**config.mk**
```make
export PLATFORM = sky130hd
export DESIGN_NAME = dlts_cell
export DESIGN_NICKNAME = d
export VERILOG_FILES = /design/src/hdl/dlts_pkg.sv /design/src/hdl/dlts_cell.sv
export SDC_FILE = /design/constraint.sdc
export NUM_CORES = 1
export LEC_CHECK = 0
export ABC_CLOCK_PERIOD_IN_PS = 4600
export BUFFER_PORTS_ARGS = -buffer_cell sky130_fd_sc_hd__buf_2
export CORE_MARGIN = 4
export CORE_UTILIZATION = 48
export CTS_BUF_LIST = sky130_fd_sc_hd__clkbuf_16
export DETAILED_ROUTE_END_ITERATION = 10
export PLACE_DENSITY = 0.74
export RECOVER_POWER = 50
export REMOVE_ABC_BUFFERS = 1
export SYNTH_ARGS = -nofsm -noshare
export SYNTH_HDL_FRONTEND = slang
export SYNTH_SLANG_ARGS = --single-unit
```
**constraint.sdc**
```tcl
create_clock -name clk -period 4.6 [get_ports clk]
set_input_delay 0 -clock clk [delete_from_list [all_inputs] [get_ports clk]]
set_output_delay 0 -clock clk [all_outputs]
set_load 0.01 [all_outputs]
```
**src/hdl/dlts_pkg.sv**
```systemverilog
// dlts_pkg: shared types and constants of the delta list task scheduler
// holds request/result structs, cell entry and carry types, request and status codes
// no dependencies
`timescale 1ns / 1ps

package dlts_pkg;

	localparam int MAX_TASKS = 16;
	localparam int CNT_W     = $clog2(MAX_TASKS + 1);

	// request type codes
	localparam logic [1:0] REQ_TICK     = 2'd0;
	localparam logic [1:0] REQ_ADD      = 2'd1;
	localparam logic [1:0] REQ_DISPATCH = 2'd2;

	// status codes
	localparam logic [1:0] ST_OK        = 2'd0;
	localparam logic [1:0] ST_FULL      = 2'd1;
	localparam logic [1:0] ST_ZERO_PER  = 2'd2;
	localparam logic [1:0] ST_NONE      = 2'd3;

	typedef struct packed {
		logic [1:0]  req_type;
		logic [7:0]  task_id;
		logic [31:0] start_delay;
		logic [31:0] repeat_period;
	} req_t;

	typedef struct packed {
		logic        dispatched;
		logic [7:0]  dispatched_task;
		logic [1:0]  status;
	} rsp_t;

	// one queue entry held by a cell
	typedef struct packed {
		logic [7:0]  task_id;
		logic [31:0] delta;
		logic [31:0] period;
	} entry_t;

	// item travelling along the chain: seeking its slot, or a displaced entry being pushed
	typedef struct packed {
		logic        vld;
		logic        push;
		logic [7:0]  task_id;
		logic [31:0] delta;
		logic [31:0] period;
	} carry_t;

	// per-cell control from the top level
	typedef struct packed {
		logic occupied;
		logic shift;
		logic tick;
	} cell_ctl_t;

endpackage

```
**src/hdl/dlts_cell.sv**
```systemverilog
// dlts_cell: one slot of the delta list, with the carry stage that visits it
// depends on dlts_pkg
`timescale 1ns / 1ps

module dlts_cell (
	input  logic               clk,
	input  logic               arst_n,
	input  dlts_pkg::cell_ctl_t ctl,
	input  dlts_pkg::entry_t   right_entry,
	input  dlts_pkg::carry_t   car_in,
	output dlts_pkg::entry_t   entry,
	output dlts_pkg::carry_t   car_out,
	output logic               stored
);

	dlts_pkg::entry_t ent_q, ent_d;
	dlts_pkg::carry_t car_q;
	logic [32:0]      diff;
	logic             less;

	assign entry = ent_q;
	assign diff  = {1'b0, car_q.delta} - {1'b0, ent_q.delta};
	assign less  = diff[32];

	always_comb begin
		ent_d   = ent_q;
		car_out = '0;
		stored  = 1'b0;
		if (ctl.shift) begin
			ent_d = right_entry;
		end else if (car_q.vld) begin
			if (!ctl.occupied) begin
				// end of the list: item lands here
				ent_d  = '{task_id: car_q.task_id, delta: car_q.delta, period: car_q.period};
				stored = 1'b1;
			end else if (car_q.push) begin
				ent_d   = '{task_id: car_q.task_id, delta: car_q.delta, period: car_q.period};
				car_out = '{vld: 1'b1, push: 1'b1, task_id: ent_q.task_id,
					delta: ent_q.delta, period: ent_q.period};
			end else if (!less) begin
				// ties go behind: keep walking with the remaining delay
				car_out       = car_q;
				car_out.delta = diff[31:0];
			end else begin
				ent_d   = '{task_id: car_q.task_id, delta: car_q.delta, period: car_q.period};
				car_out = '{vld: 1'b1, push: 1'b1, task_id: ent_q.task_id,
					delta: ent_q.delta - car_q.delta, period: ent_q.period};
			end
		end else if (ctl.tick) begin
			ent_d.delta = ent_q.delta - 32'd1;
		end
	end

	always_ff @(posedge clk or negedge arst_n) begin
		if (!arst_n) begin
			car_q <= '0;
		end else begin
			car_q <= car_in;
		end
	end

	always_ff @(posedge clk) begin
		ent_q <= ent_d;
	end

endmodule

```
==> flow_metrics.py <==
metrics = {
    "sta": {
        "skew_ns": 0.0117,
        "fin_tns_setup_ns": 0,
        "post-route-min-period_ns": 4.27,
        "tightest_slew_ns": 1.94,
        "setup_viol": 0,
        "relSlewSlack_pct": -29.4,
        "rsz0062_at_grt": "no",
        "hold-worst-slack_ns": 0.199,
        "clock.fmax_mhz": 234,
        "hold_viol_final": 0,
        "period_share_pct": 92.9,
        "drv_slew": 29,
    },
    "critical_path": {
        "worstPathArrival_ns": 4.27,
        "rr_worst_depth": 12,
        "startpoint_type": "flop",
        "worstSetupEndpointType": "output port",
        "crit_type": "reg2out",
        "reg2reg_slack_ns": 1.05,
        "r2r-end": "entry[9]",
        "crit_fanout": 11,
        "r2r-start": "entry[47]",
        "worstPathRequired_ns": 4.60,
        "cp_slowest_stage_delay_ns": 0.54,
        "path_cells": "inv_1 -> ha_1 -> and3_1 -> nand3_1 -> a21oi_1 -> o21ai_1 -> buf_4 -> o21ai_0 -> nor2_1 -> or3_1 -> a311oi_1 -> buf_2",
        "cp_slowest_cell": "o21ai_0",
    },
    "synth": {
        "yosysSeqAreaShare_pct": 38.4,
        "avgSynthCellArea_um2": 8.86,
        "synth_area_mm2": 0.0105,
        "yosys-top-cells-area": "edfxtp_1 21%, dfrtp_1 18%, ha_1 7.9%, a21oi_1 6.9%, o21ai_0 5.8%",
        "synth.top_cell.area_share_pct": 20.7,
        "ys_top_cells_by_count": "145 x a21oi_1, 121 x o21ai_0, 116 x nand2_1",
        "ys_types": 71,
        "synth_top_cell_by_area": "edfxtp_1",
        "yosysMostFrequentCell": "a21oi_1",
        "synth_edf_count": 72,
        "synth_seq_cells": 146,
        "syn-instance-count": 1179,
        "yosysWarnings": 0,
        "async_flop_share_pct": 50.7,
        "synth_top_flop_cell": "dfrtp_1",
    },
    "cells_and_area": {
        "syn_to_final_growth_pct": 34.3,
        "nets": 1801,
        "drive_gt1_share_pct": 21.6,
    },
    "global_route": {
        "grt_max_degree": 64,
        "grt_usage_pct": 30.8,
        "grt_pass1_wl_um": 59700,
        "grt.overflow.total": 0,
        "grt_pass1_vias": 11230,
        "antenna_found_initial": 2,
    },
    "floorplanning": {
        "die_area_mm2": 0.0242,
        "floorplan.initialDensity_pct": 49.2,
        "die-height_um": 156,
        "rows": 53,
        "die_x_um": 156,
        "core-area_mm2": 0.0212,
        "ios": 298,
    },
    "hold_path": {
        "min_from": "car_in[29]",
        "hold_path_class": "in2reg",
        "min_path_cells": 2,
        "worstHoldEndpoint": "car_q[29]",
    },
    "power_and_ir_drop": {
        "vdd.ir_drop.worst_mv": 0.219,
        "p_per_area_mw_per_mm2": 328,
        "leakage_nw": 6.13,
        "power_w": 0.00461,
    },
    "drt": {
        "drt-total-wl_um": 37700,
        "antenna_left": 0,
        "drt_pre_antenna_iters": 6,
        "wl_per_cell_um": 20.1,
        "viasPerCell": 5.78,
        "vias": 10813,
        "drtIter0Drc": 580,
        "drc": 0,
    },
    "run_status": {
        "run_status": "complete, but fails checks",
        "violations": "capacitance limit, slew limit",
    },
    "job": {
        "maxCapViolCount": 1,
    },
    "clocking": {
        "cts_buffer_depth": 2,
        "clock_latency_ns": 0.43,
        "cts_root_buffer": "clkbuf_16",
        "h-tree-depth": 4,
        "clk_pin_slew_worst_paths_ns": 0.07,
        "numCtsBuffers": 17,
        "clock_sinks": 146,
        "post_cts_buffers": 0,
        "cts_tree": "done",
    },
    "placement": {
        "hpwlAfterDp_um": 25600,
        "port_buffers": 297,
        "place.gp.congestion": 0.933,
    },
}
-- stage by stage --
step                area (um2)  worst slack, ns  util (%)  instances
detailed placement       12100            0.877      56.8       1691
finish                   14000            0.329      66.1       1872
global placement         12100            0.955      56.8       1691
floorplan                10100            -1.81         -       1103
CTS                      14100            0.396      66.6       1870
global route             14000           0.0300      66.1       1872
-- worst max-delay path, delay by kind of cell, from the launching register on --
| kind | cells | cell delay [ns] |
|---|---|---|
| compound gates | 4 | 1.48 |
| fa+ha+maj | 1 | 0.48 |
| buf+inv | 3 | 0.53 |
| flops | 1 | 0.44 |
| simple gates | 4 | 0.90 |
-- placed cells by master, fill, tap and decap left out, drive strengths merged, types with 3 or more instances in the layout --
cell type	instances
ha	66
edfxtp	72
nor3	35
nand4	20
nand2b	4
nand2	116
nand3	25
dlygate4sd3	147
a21oi	152
nor3b	3
or2	3
o21ai	123
o21bai	9
o221ai	4
xor2	3
and3	7
nor4	10
a211oi	15
mux2i	15
nor2b	8
o21a	16
and4	3
o31ai	7
dfrtp	74
clkbuf	95
and2	3
mux2	47
a21o	16
o311ai	4
nor2	63
o211ai	8
a31oi	15
nand3b	4
xnor2	44
or3	8
inv	87
buf	235
-- cell type report --
cell class / instances / area [um2]
Timing Repair Buffer: 460 / 3000
Multi-Input combinational cell: 880 / 5790
Clock inverter: 15 / 171
Fill cell: 1750 / 7190
Tap cell: 275 / 344
Inverter: 77 / 289
Clock buffer: 17 / 425
Sequential cell: 146 / 4020
Antenna cell: 2 / 5.00
-- where the power goes --
part	switching (W)	internal (W)
registers	0.000116	0.00149
clock network	0.000642	0.000818
logic	0.000903	0.000632
total	0.00166	0.00295
-- worst max path at each step --
stage | from | to | slack, ns | cells after the start
2_1_floorplan | entry[47] | entry[32] | -1.81 | 9
3_3_place_gp | entry[39] | car_out[47] | 0.96 | 12
3_5_place_dp | entry[55] | car_out[47] | 0.88 | 11
4_1_cts | entry[55] | car_out[47] | 0.40 | 11
5_1_grt | entry[55] | car_out[47] | 0.03 | 11
6_report | entry[41] | car_out[47] | 0.33 | 12
-- cell families (layout without fill, tap and decap cells) --
family | Yosys count | in the layout | synth area share (%)
AOI/OAI and AO/OA | 385 | 385 | 21.6
and+or+nand+nor | 318 | 318 | 14.7
buffers and inverters | 153 | 569 | 6.45
DFF | 146 | 146 | 38.4
adders and majority gates | 68 | 68 | 8.29
muxes | 62 | 62 | 6.57
xor gates and xnor gates | 47 | 47 | 3.94
other | 0 | 2 | 0
-- layer usage --
layer	global-route usage, %	vias up	share of wire, %
met5	0	-	0
met4	11.1	0	3.2
met3	7.18	85	7.5
met2	54.1	510	50
met1	37.0	5185	39
li1	-	5033	-
-- flip-flops by register name (all words and copies together), names as in the netlist --
| signal | cells |
|---|---|
| car_q | 74 |
| entry | 72 |
-- timing repair --
item / CTS / global route
hold endpoints to repair: 173 / 0
resized for setup: 0 / 0
hold buffers: 147 / 0
Power figures use the tool's default switching activity.
